## config.mk

```make
export PLATFORM = sky130hd
export DESIGN_NAME = video_timing_and_scroll_address_unit
export DESIGN_NICKNAME = d
export VERILOG_FILES = /design/src/rtl/vtsa_pkg.sv /design/src/rtl/vtsa_timing.sv /design/src/rtl/video_timing_and_scroll_address_unit.sv
export SDC_FILE = /design/constraint.sdc
export NUM_CORES = 1
export LEC_CHECK = 0
export BUFFER_PORTS_ARGS = -buffer_cell sky130_fd_sc_hd__buf_4
export CAP_MARGIN = 0
export CORE_MARGIN = 4
export CORE_UTILIZATION = 50
export DETAILED_ROUTE_END_ITERATION = 7
export PLACE_DENSITY = 0.75
export SYNTH_ARGS = -nofsm -noshare
export SYNTH_HDL_FRONTEND = slang
export SYNTH_SLANG_ARGS = --single-unit
export TNS_END_PERCENT = 100
```

## constraint.sdc

```tcl
create_clock -name clk_i -period 7.04 [get_ports clk_i]
set_input_delay 0.352 -clock clk_i [delete_from_list [all_inputs] [get_ports clk_i]]
set_output_delay 0.352 -clock clk_i [all_outputs]
set_load 0.005 [all_outputs]
```

## src/rtl/vtsa_pkg.sv

```systemverilog
// Package for the video timing and scroll address unit.
// Holds the item mode codes, frame timing constants and the tick event struct.
// No dependencies.
package vtsa_pkg;

  // Item modes
  typedef enum logic [2:0] {
    MODE_TICK   = 3'd0,
    MODE_CTRL   = 3'd1,
    MODE_MASK   = 3'd2,
    MODE_SCROLL = 3'd3,
    MODE_ADDR   = 3'd4,
    MODE_DATA   = 3'd5,
    MODE_STATUS = 3'd6,
    MODE_POLL   = 3'd7
  } mode_e;

  // Frame timing
  localparam logic [8:0] DOT_RESET      = 9'd20;
  localparam logic [8:0] DOT_LAST       = 9'd340;   // 341 dots per line
  localparam logic [8:0] LINE_PRE       = 9'h1FF;   // prerender line, -1
  localparam logic [8:0] LINE_VISIBLE   = 9'd240;
  localparam logic [8:0] LINE_VBLANK    = 9'd241;
  localparam logic [8:0] LINE_LAST      = 9'd260;   // next line wraps to prerender
  localparam logic [8:0] DOT_FETCH_LO   = 9'd2;
  localparam logic [8:0] DOT_FETCH_HI   = 9'd258;
  localparam logic [8:0] DOT_PREF_LO    = 9'd321;
  localparam logic [8:0] DOT_PREF_HI    = 9'd338;
  localparam logic [8:0] DOT_FINE_Y     = 9'd256;
  localparam logic [8:0] DOT_COPY_H     = 9'd257;
  localparam logic [8:0] DOT_COPY_V_LO  = 9'd280;
  localparam logic [8:0] DOT_COPY_V_HI  = 9'd305;

  // Scroll address layout
  localparam logic [4:0]  COARSE_Y_WRAP = 5'd29;
  localparam logic [14:0] COPY_H_MASK   = 15'h041F;
  localparam logic [14:0] COPY_V_MASK   = 15'h7BE0;

  // Events raised by one tick
  typedef struct packed {
    logic col_step;    // step the tile column
    logic fine_y;      // step fine Y
    logic copy_h;      // horizontal copy from temp address
    logic copy_v;      // vertical copy from temp address
    logic vbl_set;     // enter vblank, new frame
    logic vbl_clear;   // prerender dot 1 clears vblank
    logic frame_end;   // wrap to prerender line
  } tick_evt_t;

endpackage

```

## src/rtl/vtsa_timing.sv

```systemverilog
// Dot and scanline counters with the odd frame skip.
// Decodes the per-tick scroll and vblank events. Depends on vtsa_pkg.
module vtsa_timing import vtsa_pkg::*; (
  input  logic       clk_i,
  input  logic       rst_ni,
  input  logic       tick_en_i,
  input  logic       rend_i,
  output tick_evt_t  evt_o,
  output logic [8:0] dot_next_o,
  output logic [8:0] line_next_o
);

  logic [8:0] dot_q, dot_d;
  logic [8:0] line_q, line_d;
  logic       even_q, even_d;
  logic [8:0] dot_eff;
  logic [8:0] dot_inc;
  logic       active_line;
  logic       fetch_dot;

  // Decode events for the current position
  always_comb begin
    evt_o       = '0;
    active_line = (line_q == LINE_PRE) || (line_q < LINE_VISIBLE);
    dot_eff     = dot_q;
    if (active_line && even_q && rend_i && (line_q == 9'd0) && (dot_q == 9'd0)) begin
      dot_eff = 9'd1;
    end
    fetch_dot = ((dot_eff >= DOT_FETCH_LO) && (dot_eff < DOT_FETCH_HI)) ||
                ((dot_eff >= DOT_PREF_LO) && (dot_eff < DOT_PREF_HI));
    if (tick_en_i && active_line) begin
      evt_o.vbl_clear = (line_q == LINE_PRE) && (dot_eff == 9'd1);
      if (rend_i) begin
        evt_o.col_step = fetch_dot && (dot_eff[2:0] == 3'd0);
        evt_o.fine_y   = (dot_eff == DOT_FINE_Y);
        evt_o.copy_h   = (dot_eff == DOT_COPY_H);
        evt_o.copy_v   = (line_q == LINE_PRE) && (dot_eff >= DOT_COPY_V_LO) &&
                         (dot_eff < DOT_COPY_V_HI);
      end
    end
    evt_o.vbl_set   = tick_en_i && (line_q == LINE_VBLANK) && (dot_eff == 9'd1);
    evt_o.frame_end = tick_en_i && (dot_eff == DOT_LAST) && (line_q == LINE_LAST);
  end

  // Advance dot and line
  always_comb begin
    dot_d   = dot_q;
    line_d  = line_q;
    even_d  = even_q;
    dot_inc = dot_eff + 9'd1;
    if (tick_en_i) begin
      if (dot_eff == DOT_LAST) begin
        dot_d = 9'd0;
        if (line_q == LINE_LAST) begin
          line_d = LINE_PRE;
          even_d = ~even_q;
        end else begin
          line_d = line_q + 9'd1;
        end
      end else begin
        dot_d = dot_inc;
      end
    end
  end

  assign dot_next_o  = dot_d;
  assign line_next_o = line_d;

  // Hold position state
  always_ff @(posedge clk_i or negedge rst_ni) begin
    if (!rst_ni) begin
      dot_q  <= DOT_RESET;
      line_q <= 9'd0;
      even_q <= 1'b0;
    end else begin
      dot_q  <= dot_d;
      line_q <= line_d;
      even_q <= even_d;
    end
  end

  a_dot_range: assert property (@(posedge clk_i) disable iff (!rst_ni)
    dot_q <= DOT_LAST)
    else $error("dot counter out of range");

  a_frame_wrap: assert property (@(posedge clk_i) disable iff (!rst_ni)
    evt_o.frame_end |=> (line_q == LINE_PRE) && (dot_q == 9'd0))
    else $error("frame end did not wrap to prerender");

  a_hold_idle: assert property (@(posedge clk_i) disable iff (!rst_ni)
    !tick_en_i |=> $stable(dot_q) && $stable(line_q))
    else $error("position moved without a tick");

  a_scroll_rend: assert property (@(posedge clk_i) disable iff (!rst_ni)
    (evt_o.col_step || evt_o.fine_y || evt_o.copy_h || evt_o.copy_v) |-> rend_i)
    else $error("scroll event while rendering off");

endmodule

```

## src/rtl/video_timing_and_scroll_address_unit.sv

```systemverilog
// Top level of the video timing and scroll address unit.
// Holds flags, write latch, scroll addresses and the item pipeline.
// Depends on vtsa_pkg and vtsa_timing.
//
//   channel | direction | handshake                | payload
//   --------+-----------+--------------------------+-----------------------------------
//   input   | in        | in_valid_i / in_ready_o  | mode_i, value_i
//   result  | out       | out_valid_o / out_ready_i| vram_address_o, status_byte_o,
//           |           |                          | nmi_flag_o, new_frame_o,
//           |           |                          | dot_position_o, line_position_o
//
// One item per cycle while the result side does not stall: an accepted item
// sits in the input register, its state update and result are computed there
// and the result is written to the output register.
// A stalled result holds the output register; the input register then holds
// its item and in_ready_o drops once both are full. Reset puts the dot at 20,
// line 0, vblank set, other state clear; payload and result registers not reset.
module video_timing_and_scroll_address_unit import vtsa_pkg::*; (
  input  logic        clk_i,
  input  logic        rst_ni,
  input  logic        in_valid_i,
  output logic        in_ready_o,
  input  logic [2:0]  mode_i,
  input  logic [7:0]  value_i,
  output logic        out_valid_o,
  input  logic        out_ready_i,
  output logic [14:0] vram_address_o,
  output logic [7:0]  status_byte_o,
  output logic        nmi_flag_o,
  output logic        new_frame_o,
  output logic [8:0]  dot_position_o,
  output logic [9:0]  line_position_o
);

  // Input register
  logic        s_valid_q;
  mode_e       s_mode_q;
  logic [7:0]  s_value_q;
  logic        advance;

  // Block state
  logic        vblank_q, vblank_d;
  logic        nmi_pend_q, nmi_pend_d;
  logic        second_q, second_d;
  logic [14:0] temp_q, temp_d;
  logic [14:0] cur_q, cur_d;
  logic [2:0]  fine_x_q, fine_x_d;
  logic [7:0]  ctrl_q, ctrl_d;
  logic [7:0]  mask_q, mask_d;

  // Result register
  logic        out_valid_q;
  logic [14:0] res_addr_q, res_addr_d;
  logic [7:0]  res_status_q, res_status_d;
  logic        res_nmi_q, res_nmi_d;
  logic        res_frame_q;
  logic [8:0]  res_dot_q;
  logic [9:0]  res_line_q;

  tick_evt_t   evt;
  logic        tick_en;
  logic        rend;
  logic [8:0]  dot_next;
  logic [8:0]  line_next;
  logic [14:0] cur_cx;
  logic [14:0] cur_fy;

  function automatic logic [14:0] next_col(input logic [14:0] v);
    logic [14:0] r;
    r = v;
    if (v[4:0] == 5'h1F) begin
      r[4:0] = 5'd0;
      r[10]  = ~v[10];
    end else begin
      r = v + 15'd1;
    end
    return r;
  endfunction

  function automatic logic [14:0] step_fine_y(input logic [14:0] v);
    logic [14:0] r;
    r = v;
    if (v[14:12] != 3'd7) begin
      r[14:12] = v[14:12] + 3'd1;
    end else begin
      r[14:12] = 3'd0;
      if (v[9:5] == COARSE_Y_WRAP) begin
        r[9:5] = 5'd0;
        r[11]  = ~v[11];
      end else if (v[9:5] == 5'h1F) begin
        r[9:5] = 5'd0;
      end else begin
        r[9:5] = v[9:5] + 5'd1;
      end
    end
    return r;
  endfunction

  // Pipeline handshake
  assign advance    = s_valid_q && (!out_valid_q || out_ready_i);
  assign in_ready_o = !s_valid_q || advance;
  assign tick_en    = advance && (s_mode_q == MODE_TICK);
  assign rend       = mask_q[4] || mask_q[3];

  vtsa_timing u_timing (
    .clk_i       (clk_i),
    .rst_ni      (rst_ni),
    .tick_en_i   (tick_en),
    .rend_i      (rend),
    .evt_o       (evt),
    .dot_next_o  (dot_next),
    .line_next_o (line_next)
  );

  // Apply scroll steps in model order
  assign cur_cx = evt.col_step ? next_col(cur_q) : cur_q;
  assign cur_fy = evt.fine_y ? step_fine_y(cur_cx) : cur_cx;

  // Compute next state and result for the item in the input register
  always_comb begin
    vblank_d     = vblank_q;
    nmi_pend_d   = nmi_pend_q;
    second_d     = second_q;
    temp_d       = temp_q;
    cur_d        = cur_q;
    fine_x_d     = fine_x_q;
    ctrl_d       = ctrl_q;
    mask_d       = mask_q;
    res_addr_d   = '0;
    res_status_d = '0;
    res_nmi_d    = 1'b0;
    if (advance) begin
      case (s_mode_q)
        MODE_TICK: begin
          cur_d = cur_fy;
          if (evt.copy_h) begin
            cur_d = (cur_fy & ~COPY_H_MASK) | (temp_q & COPY_H_MASK);
          end
          if (evt.copy_v) begin
            cur_d = (cur_fy & ~COPY_V_MASK) | (temp_q & COPY_V_MASK);
          end
          if (evt.vbl_clear) begin
            vblank_d = 1'b0;
          end
          if (evt.vbl_set) begin
            vblank_d = 1'b1;
            if (ctrl_q[7]) begin
              nmi_pend_d = 1'b1;
            end
          end
          if (evt.frame_end) begin
            vblank_d   = 1'b0;
            nmi_pend_d = 1'b0;
          end
        end
        MODE_CTRL: begin
          temp_d[11:10] = s_value_q[1:0];
          ctrl_d        = s_value_q;
          if (!ctrl_q[7] && s_value_q[7] && vblank_q) begin
            nmi_pend_d = 1'b1;
          end
        end
        MODE_MASK: begin
          mask_d = s_value_q;
        end
        MODE_SCROLL: begin
          if (second_q) begin
            temp_d[14:12] = s_value_q[2:0];
            temp_d[9:5]   = s_value_q[7:3];
          end else begin
            fine_x_d    = s_value_q[2:0];
            temp_d[4:0] = s_value_q[7:3];
          end
          second_d = ~second_q;
        end
        MODE_ADDR: begin
          if (second_q) begin
            temp_d = {temp_q[14:8], s_value_q};
            cur_d  = {temp_q[14:8], s_value_q};
          end else begin
            temp_d = {1'b0, s_value_q[5:0], temp_q[7:0]};
          end
          second_d = ~second_q;
        end
        MODE_DATA: begin
          res_addr_d = cur_q;
          cur_d      = cur_q + (ctrl_q[2] ? 15'd32 : 15'd1);
        end
        MODE_STATUS: begin
          res_status_d = {vblank_q, 7'd0};
          vblank_d     = 1'b0;
          second_d     = 1'b0;
        end
        MODE_POLL: begin
          res_nmi_d  = nmi_pend_q;
          nmi_pend_d = 1'b0;
        end
        default: begin
          res_nmi_d = 1'b0;
        end
      endcase
    end
  end

  // Hold control state and the input register
  always_ff @(posedge clk_i or negedge rst_ni) begin
    if (!rst_ni) begin
      s_valid_q   <= 1'b0;
      out_valid_q <= 1'b0;
      vblank_q    <= 1'b1;
      nmi_pend_q  <= 1'b0;
      second_q    <= 1'b0;
      temp_q      <= '0;
      cur_q       <= '0;
      fine_x_q    <= '0;
      ctrl_q      <= '0;
      mask_q      <= '0;
    end else begin
      if (in_ready_o) begin
        s_valid_q <= in_valid_i;
      end
      if (advance) begin
        out_valid_q <= 1'b1;
      end else if (out_ready_i) begin
        out_valid_q <= 1'b0;
      end
      vblank_q   <= vblank_d;
      nmi_pend_q <= nmi_pend_d;
      second_q   <= second_d;
      temp_q     <= temp_d;
      cur_q      <= cur_d;
      fine_x_q   <= fine_x_d;
      ctrl_q     <= ctrl_d;
      mask_q     <= mask_d;
    end
  end

  // Capture item payload and results
  always_ff @(posedge clk_i) begin
    if (in_ready_o && in_valid_i) begin
      s_mode_q  <= mode_e'(mode_i);
      s_value_q <= value_i;
    end
    if (advance) begin
      res_addr_q   <= res_addr_d;
      res_status_q <= res_status_d;
      res_nmi_q    <= res_nmi_d;
      res_frame_q  <= evt.vbl_set;
      res_dot_q    <= dot_next;
      res_line_q   <= (line_next == LINE_PRE) ? 10'h3FF : {1'b0, line_next};
    end
  end

  assign out_valid_o     = out_valid_q;
  assign vram_address_o  = res_addr_q;
  assign status_byte_o   = res_status_q;
  assign nmi_flag_o      = res_nmi_q;
  assign new_frame_o     = res_frame_q;
  assign dot_position_o  = res_dot_q;
  assign line_position_o = res_line_q;

endmodule

```

# After elaboration in Yosys (flattened, before gate mapping)
# Cells that the tools add are included.
# totals
regBits,122
input_bits,15
out_inout_bits,46
elab_cells,168
# op_classes
n_addsub,6
n_lt_le_gt_ge,7
n_eq_ne,27
n_mux,46
n_bitwise,6
reduce_logical,51
# ops
op,count
$mux W15,6
$eq A9 B9 Y1 const B,6
$mux W9,6
$pmux W15 S3,1
$mux W5,7
$lt A9 B9 Y1 const B,3
$logic_and A1 B1 Y1,20
$pmux W10 S2,1
$add A9 B1 Y9 const B,2
$ge A9 B9 Y1 const B,2
$logic_not A9 Y1,2
$add A15 B1 Y15 const B,1
$add A15 B6 Y15,1
$eq A5 B5 Y1 const B,3
$or A11 B15 Y15,1
$or A15 B11 Y15,1
$mux W1,13
$eq A3 B3 Y1 const B,4
$mux W4,3
$reduce_and A3 Y1,4
$reduce_and A4 Y1,3
$mux W10,1
$ne A2 B2 Y1 const B,5
$reduce_bool A2 Y1,5
other kinds (24),42

# Depth between registers and ports, before layout
# Gate-level depths: netlist of the first run.
# depth
word_depth,23
depth_mapped,20
ltp_nobuf,20

# Modules after synthesis
# From an unflattened synthesis of the first run, not the netlist that was laid out.
# hier_totals
hier_cells,631
area_unflattened_um2,6194.7
# by_module_without_submodules
module,instances,cells_per_inst,area_per_inst_um2,seq_area_each_um2
video_timing_and_scroll_address_unit,1,476,4853.4,2418.6
vtsa_timing,1,155,1341.3,478.0

# Worst setup path after synthesis of the first run
# Ideal clock, no wire load.
# synth_timing
path_type,register to register
from,register mask_q[3]
to,register cur_q[7]
setup_time_ps,80
arrival_ps,3938
t_required_ps,6960
setup_slack_ps,3022
stages_incl_launch_ff,20
n_path_buf,1
synth_period_minus_slack_ps,4018
path_cell_list,dfrtp_1 > or2_2 > nand4_1 > nor4_1 > or2_2 > ha_1 > or3_1 > a221oi_1 > a2bb2oi_2 > buf_6 > or2_4 > nor3_1 > xor2_1 > ha_1 > ha_1 > and3_1 > o2bb2ai_1 > a31o_1 > a211o_1 > a2bb2oi_1
# synth_between
elab_chain_len,21
word_cells_on_any_way,35
cone_classes,1 x add/sub; 6 x order compare; 5 x eq/ne; 11 x mux; 1 x bitwise; 11 x reduce/logical
# synth_lines
item,line_no,rtl
from (decl),video_timing_and_scroll_address_unit.sv:49,"logic [7:0] mask_q, mask_d;"
from (signal assigned),video_timing_and_scroll_address_unit.sv:234,mask_q <= mask_d;
$logic_or A1 B1 Y1 *,video_timing_and_scroll_address_unit.sv:103,assign rend = mask_q[4] || mask_q[3];
$logic_and A1 B1 Y1 (3 in a row),vtsa_timing.sv:26,if (active_line && even_q && rend_i && (line_q == 9'd0) && (dot_q == 9'd0)) begin
$mux W9,vtsa_timing.sv:26,
$ge A9 B2 Y1 (tied with other cells),vtsa_timing.sv:29,fetch_dot = ((dot_eff >= DOT_FETCH_LO) && (dot_eff < DOT_FETCH_HI)) ||
$logic_and A1 B1 Y1 (on tied branches),"vtsa_timing.sv:29, vtsa_timing.sv:30",
$logic_or A1 B1 Y1,vtsa_timing.sv:29,
$logic_and A1 B1 Y1,vtsa_timing.sv:34,evt_o.col_step = fetch_dot && (dot_eff[2:0] == 3'd0);
$mux W4 *,vtsa_timing.sv:33,if (rend_i) begin
[... 3 more ...],-,
$mux W5,video_timing_and_scroll_address_unit.sv:90,end else if (v[9:5] == 5'h1F) begin
$mux W5,video_timing_and_scroll_address_unit.sv:87,if (v[9:5] == COARSE_Y_WRAP) begin
$mux W5,video_timing_and_scroll_address_unit.sv:83,if (v[14:12] != 3'd7) begin
$mux W15,video_timing_and_scroll_address_unit.sv:117,assign cur_fy = evt.fine_y ? step_fine_y(cur_cx) : cur_cx;
$or A15 B11 Y15,video_timing_and_scroll_address_unit.sv:137,cur_d = (cur_fy & ~COPY_H_MASK) | (temp_q & COPY_H_MASK);
$mux W15,video_timing_and_scroll_address_unit.sv:136,if (evt.copy_h) begin
$mux W15 *,video_timing_and_scroll_address_unit.sv:139,if (evt.copy_v) begin
$pmux W15 S3 *,video_timing_and_scroll_address_unit.sv:133,case (s_mode_q)
to (signal assigned),video_timing_and_scroll_address_unit.sv:231,cur_q <= cur_d;
to (decl),video_timing_and_scroll_address_unit.sv:46,"logic [14:0] cur_q, cur_d;"
# Mark *: on every way between the ends. The rest lies on a longest branch, timed or not.
# A chain may end at the register's enable or synchronous reset.

# Worst setup path after layout of the first run
# Same ends and word-level chain as after synthesis.

==> results.py, run 1 <==
metrics = {
    "job": {
        "drv_cap": 0,
    },
    "setup_path": {
        "crit_chain": "or2_2 > nand4_1 > nor4_1 > or2_2 > ha_1 > or3_1 > a221oi_1 > a2bb2oi_2 > or3_4 > nor2_1 > xor2_1 > ha_1 > ha_1 > nand3_1 > nor4_1 > a31oi_1 > a21oi_1 > a2bb2oi_1",
        "rr_worst_depth": 18,
        "crit_top_cell": "ha_1",
        "critical_path.max_stage_delay_ns": 0.53,
        "reg2reg_from": "mask_q[3]$_DFFE_PN0P_",
        "reg2reg_to": "cur_q[7]$_DFFE_PN0P_",
        "critical_path.max_fanout": 13,
        "criticalPathCategory": "reg -> reg",
        "reg2reg_slack_ns": 2.27,
        "arrival_ns": 5.06,
        "worstSetupStartpointType": "register",
        "cp.required_ns": 7.32,
        "endpoint_kind": "register",
        "slowest_stage": "a2bb2oi_2",
    },
    "drt": {
        "vias": 5182,
        "drt-total-wl_mm": 15.54,
        "firstDrtPassIters": 5,
        "route.detailed.drc": 0,
        "dr.first_iter.drc_count": 413,
        "ant_nets": 0,
        "wl_per_cell_um": 18.24,
        "viasPerCell": 6.082,
    },
    "global_route": {
        "grt_max_degree": 59,
        "antenna_found_initial": 0,
        "grt_pass1_vias": 4883,
        "gr-total-overflow": 0,
        "grt_first_pass_wirelength_mm": 25.75,
        "track_usage_pct": 22.35,
    },
    "placement": {
        "io_buffers": 53,
        "gp_congestion": 0.9244,
        "dp_hpwl_mm": 10.81,
    },
    "synthesis": {
        "synthFlopType": "dfrtp_1",
        "ys_ff_latch": 106,
        "synth_edf_count": 48,
        "seq_area_frac_synth_pct": 46.25,
        "yosys_warnings": 0,
        "netlist_area_um2": 6262,
        "netlist_instances": 656,
        "avgSynthCellArea_um2": 9.546,
        "synth_area_leaders": "edfxtp_1 (23%), dfrtp_1 (22%), o21ai_0 (4.2%)",
        "synth_top_area_share_pct": 23.02,
        "ys_types": 79,
        "synth_top_cell_by_area": "edfxtp_1",
        "ys_async_sr_fraction_pct": 54.72,
    },
    "clock_tree": {
        "worstSkewPairLatency_ns": 0.36,
        "clk_path_buf_depth": 2,
        "cts.sinks": 106,
        "cts-buffers-inserted": 9,
        "htree_levels": 3,
        "tritoncts": "built",
        "cts.clk_slew.worst_paths_ns": 0.07,
        "postCtsSetupRepairBufs": 0,
        "cts_root_buf": "clkbuf_16",
        "cts-resized-gates": 0,
        "hold_buffers": 0,
    },
    "pwr": {
        "power.density_nw_per_um2": 269.3,
        "p_leak_nw": 2.836,
        "irDropWorstVdd_mv": 0.1727,
    },
    "floorplan": {
        "dieArea_um2": 14380,
        "ios": 61,
        "die_w_um": 119.9,
        "die_height_um": 119.9,
        "core_area_um2": 12110,
        "rows": 40,
        "initial_core_util_pct": 51.70,
    },
    "run_status": {
        "run_status": "completed",
    },
    "layout": {
        "nets": 709,
        "drive_gt1_share_pct": 14.33,
        "area_delta_synth_final_pct": 11.27,
        "diodes": 0,
    },
    "sta": {
        "hold_viol_final": 0,
        "setup_tns_ns": 0,
        "period_share_pct": 67.80,
        "hold_ws_ns": 0.07004,
        "rsz0062_at_grt": "no",
        "setup_viol": 0,
        "slew_violations": 0,
        "period_minus_slack_ns": 4.773,
        "maxClockFrequency_mhz": 209.5,
        "relSlewSlack_pct": 29.96,
        "clock_skew_ns": 0.007168,
        "worst_pin_slew_ns": 1.047,
    },
    "worst_hold_path": {
        "holdCritPathClass": "in -> async",
    },
}
==> worst max-delay path: cells and delay by family, from the launching register on <==
family | cells | cell delay, ns
and+or+nand+nor | 9 | 2.21
AOI/OAI and AO/OA | 5 | 1.35
adders and majority gates | 3 | 0.56
DFF | 1 | 0.38
xor gates and xnor gates | 1 | 0.21
==> Yosys cell counts (9+ instances only) <==
library cell	instances
a21oi_1	37
a22oi_1	11
a31oi_1	17
and3_1	27
buf_2	10
clkbuf_1	32
dfrtp_1	55
edfxtp_1	48
ha_1	15
inv_1	15
mux2i_1	9
nand2_1	70
nand3_1	16
nor2_1	47
nor2b_1	9
nor3_1	11
nor4_1	10
o21ai_0	53
or3_1	11
==> metrics by stage <==
stage | instances | utilization (%) | setup slack [ns] | total power [mW] | area (um2)
2_1_floorplan | 662 | - | 3.022 | 1.242 | 6285
3_3_place_gp | 836 | 55.17 | 2.552 | 1.370 | 6681
3_5_place_dp | 836 | 55.17 | 2.353 | 1.389 | 6681
4_1_cts | 852 | 57.53 | 2.324 | 1.878 | 6968
5_1_grt | 852 | 57.53 | 1.886 | 1.983 | 6968
6_report | 852 | 57.53 | 2.267 | 1.877 | 6968
==> how the worst max path moves through the flow <==
stage	slack, ns	to	cells after the start	from
after floorplan	3.02	cur_q[7]$_DFFE_PN0P_	19	mask_q[3]$_DFFE_PN0P_
after global placement	2.55	cur_q[7]$_DFFE_PN0P_	18	mask_q[3]$_DFFE_PN0P_
after detailed placement	2.35	cur_q[7]$_DFFE_PN0P_	18	mask_q[3]$_DFFE_PN0P_
after CTS	2.32	cur_q[7]$_DFFE_PN0P_	18	mask_q[3]$_DFFE_PN0P_
after global routing	1.89	cur_q[7]$_DFFE_PN0P_	19	u_timing.line_q[0]$_DFF_PN0_
final	2.27	cur_q[7]$_DFFE_PN0P_	18	mask_q[3]$_DFFE_PN0P_
==> cell families (layout without fill, tap and decap cells) <==
kind of cell | count (synthesis) | in the layout | share of synthesized area, %
and+or+nand+nor | 255 | 255 | 21.82
muxes | 15 | 15 | 2.697
AOI/OAI and AO/OA | 179 | 179 | 18.94
other | 1 | 7 | 0.05988
adders and majority gates | 15 | 15 | 2.997
xor gates and xnor gates | 16 | 16 | 2.238
buffers and inverters | 69 | 91 | 4.995
DFF | 106 | 106 | 46.25
==> where the power goes <==
| group | total [mW] | switching, mW | leakage (nW) | internal (mW) |
|---|---|---|---|---|
| logic | 0.453 | 0.249 | 1.50 | 0.203 |
| clock network | 0.491 | 0.230 | 0.142 | 0.260 |
| registers | 0.933 | 0.164 | 1.19 | 0.769 |
| total | 1.88 | 0.644 | 2.84 | 1.23 |
==> metal layers <==
layer | wire (um) | GRT usage, % | vias up | share of wire (%)
li1 | - | - | 2485 | -
met1 | 7207 | 31.91 | 2470 | 46
met2 | 7123 | 34.21 | 205 | 46
met3 | 946 | 4.100 | 22 | 6.1
met4 | 265 | 7.874 | 0 | 1.7
met5 | 0 | 0 | - | 0
==> state kept, by name (all words and copies together), names as in the netlist, 2 cells and up <==
register	count
vram_address_o	15
dot_position_o	9
u_timing.dot_q	9
s_value_q	8
mask_q	2
s_mode_q	3
ctrl_q	2
line_position_o	10
temp_q	15
cur_q	15
u_timing.line_q	9
==> area by class of cell <==
class | instances | area [um2]
fillers | 1080 | 5144
clock buffers | 10 | 250.2
multi-input cells | 487 | 3075
clock inverters | 6 | 36.28
flip-flops and latches | 106 | 2897
well taps | 168 | 210.2
inverters | 17 | 63.81
repair buffers | 58 | 435.4
==> cell usage in the layout, fill, tap and decap left out, drive strengths merged, types with 8 or more instances in the layout <==
cell type,n
a21oi,37
ha,15
buf,58
o21ai,57
nor2,47
and2,8
xor2,8
nand3,16
nand4,9
edfxtp,48
clkbuf,10
mux2i,10
nor2b,9
and3,27
xnor2,8
dfrtp,55
or3,12
inv,17
nand2,70
a31oi,17
nor4,10
a22oi,11
nor3,12
No activity file was read; power rests on OpenSTA's default activity.
==> run 2, diff against run 1 <==
==> constraint.sdc (replaced) <==
create_clock -name clk_i -period 4.45 [get_ports clk_i]
set_input_delay 0.2225 -clock clk_i [delete_from_list [all_inputs] [get_ports clk_i]]
set_output_delay 0.2225 -clock clk_i [all_outputs]
set_load 0.005 [all_outputs]
==> run 2 against run 1 <==
Clock power increased by 72%. Core utilization is 2.0 points higher. Flip-flop and latch count did not move. First-iteration DRC count increased by 22%. Die area unchanged. Via count up 3.5%. Sequential power rose by 54%. Maximum frequency grew 14%. Worst setup slack worse by 2.0 ns. Global-route usage is 0.81 points higher. Combinational power rose by 80%. Clock-buffer cell count shrank 1. Critical endpoint unchanged. Largest power group unchanged.
==> results.py, run 2 (synthesis gave the netlist of run 1 again) <==
metrics = {
    "run_status": {
        "run_status": "completed",
    },
    "layout": {
        "area_delta_synth_final_pct": 15.16,
        "utilization_pct": 59.55,
        "layout_commonest_cell": "buf_4",
        "layout_common_cells": "buf_4 (82), nand2_1 (70), dfrtp_1 (54)",
        "final_cells": 877,
        "nets": 734,
        "fillers": 1078,
        "drive_gt1_share_pct": 18.05,
        "diodes": 0,
    },
    "placement": {
        "numPlacedInstances": 859,
        "dp_hpwl_mm": 11.25,
        "io_buffers": 53,
        "dpl_worst_slack_ns": 0.2656,
        "gp_congestion": 0.9529,
    },
    "sta": {
        "hold_ws_ns": 0.03264,
        "setup_slack_ns": 0.2582,
        "maxClockFrequency_mhz": 238.6,
        "slew_violations": 0,
        "hold_viol_final": 0,
        "worst_pin_slew_ns": 0.8409,
        "relSlewSlack_pct": 42.49,
        "clock_skew_ns": 0.01370,
        "setup_viol": 0,
        "period_share_pct": 94.20,
        "period_minus_slack_ns": 4.192,
    },
    "pwr": {
        "p_leak_nw": 2.972,
        "power.density_nw_per_um2": 429.5,
        "irDropWorstVdd_mv": 0.3565,
    },
    "global_route": {
        "grt_pass1_vias": 5038,
        "gr-total-overflow": 0,
        "antenna_found_initial": 0,
        "track_usage_pct": 23.16,
        "grt_max_degree": 59,
        "grt_first_pass_wirelength_mm": 26.51,
    },
    "setup_path": {
        "endpoint_kind": "register",
        "arrival_ns": 4.47,
        "criticalPathCategory": "reg -> reg",
        "cp.required_ns": 4.73,
        "critical_path.max_fanout": 9,
        "reg2reg_slack_ns": 0.26,
        "worstSetupStartpointType": "register",
    },
    "drt": {
        "drt-total-wl_mm": 16.21,
        "viasPerCell": 6.115,
        "dr.first_iter.drc_count": 503,
        "ant_nets": 0,
        "firstDrtPassIters": 6,
        "wl_per_cell_um": 18.48,
        "route.detailed.drc": 0,
        "vias": 5363,
    },
    "floorplan": {
        "initial_core_util_pct": 51.70,
        "dieArea_um2": 14380,
        "rows": 40,
        "core_area_um2": 12110,
        "die_w_um": 119.9,
        "die_height_um": 119.9,
        "ios": 61,
    },
    "clock_tree": {
        "cts_root_buf": "clkbuf_16",
        "cts-buffers-inserted": 9,
        "htree_levels": 3,
        "clk_path_buf_depth": 2,
        "worstSkewPairLatency_ns": 0.36,
        "cts.clk_slew.worst_paths_ns": 0.07,
        "tritoncts": "built",
        "cts.sinks": 106,
    },
    "job": {
        "drv_cap": 0,
    },
    "worst_hold_path": {
        "holdCritPathClass": "in -> reg",
    },
}
run 2: stage by stage:
step / total power, mW / cell area, um2 / setup TNS, ns
final: 3.097 / 7212 / 0
after global routing: 3.272 / 7212 / -0.005794
after CTS: 3.098 / 7187 / 0
after detailed placement: 2.248 / 6859 / 0
after global placement: 2.226 / 6859 / 0
after floorplan: 1.965 / 6285 / 0
run 2: what timing repair did:
item / 4_1_cts / 5_1_grt
buffers inserted: 0 / 1
resized for setup: 0 / 4
hold endpoints to repair: 55 / 0
hold buffers: 1 / 0
endpoints found under the setup margin: 0 / 6
run 2: cell type report:
cell class	count	area (um2)	area share, %
Multi-Input combinational cell	487	3097	42.94
Sequential cell	106	2898	40.18
Timing Repair Buffer	83	625.6	8.675
Clock buffer	9	225.2	3.123
Tap cell	168	210.2	2.915
Clock inverter	7	92.59	1.284
Inverter	17	63.81	0.8848
run 2: worst paths after layout:
check                                            start  cells past startpoint                            to
setup / recovery           u_timing.dot_q[4]$_DFF_PN1_                     17          cur_q[7]$_DFFE_PN0P_
min in group asynchronous                       rst_ni                      2         cur_q[13]$_DFFE_PN0P_
setup reg to reg           u_timing.dot_q[4]$_DFF_PN1_                     17          cur_q[7]$_DFFE_PN0P_
max in group asynchronous                       rst_ni                      2  u_timing.line_q[0]$_DFF_PN0_
hold reg to reg            u_timing.even_q$_DFFE_PN0P_                      1   u_timing.even_q$_DFFE_PN0P_
hold / removal                              value_i[1]                      1        s_value_q[1]$_DFFE_PP_
run 2: layer usage:
metal	vias to the layer above	wire length, um	global-route usage (%)
li1	2508	-	-
met2	241	7440	34.88
met3	24	1284	5.278
met1	2590	7180	32.83
met5	-	0	0
met4	0	299	8.304
run 2: power breakdown:
| part | leakage (nW) | switching [mW] | internal (mW) |
|---|---|---|---|
| clock network | 0.155 | 0.392 | 0.451 |
| registers | 1.19 | 0.223 | 1.22 |
| logic | 1.63 | 0.451 | 0.363 |
run 2: critical path: stages, from the launching register on:
cell	delay [ns]
dfstp_2	0.60
or3_1	0.25
nor4_2	0.08
or2_2	0.30
ha_1	0.20
or3_1	0.31
a221oi_1	0.34
a2bb2oi_2	0.23
or2_4	0.15
nor3_1	0.05
xor2_1	0.17
ha_1	0.20
ha_1	0.21
and3_1	0.19
o2bb2ai_1	0.15
a31o_1	0.23
a211o_1	0.29
a2bb2oi_1	0.15
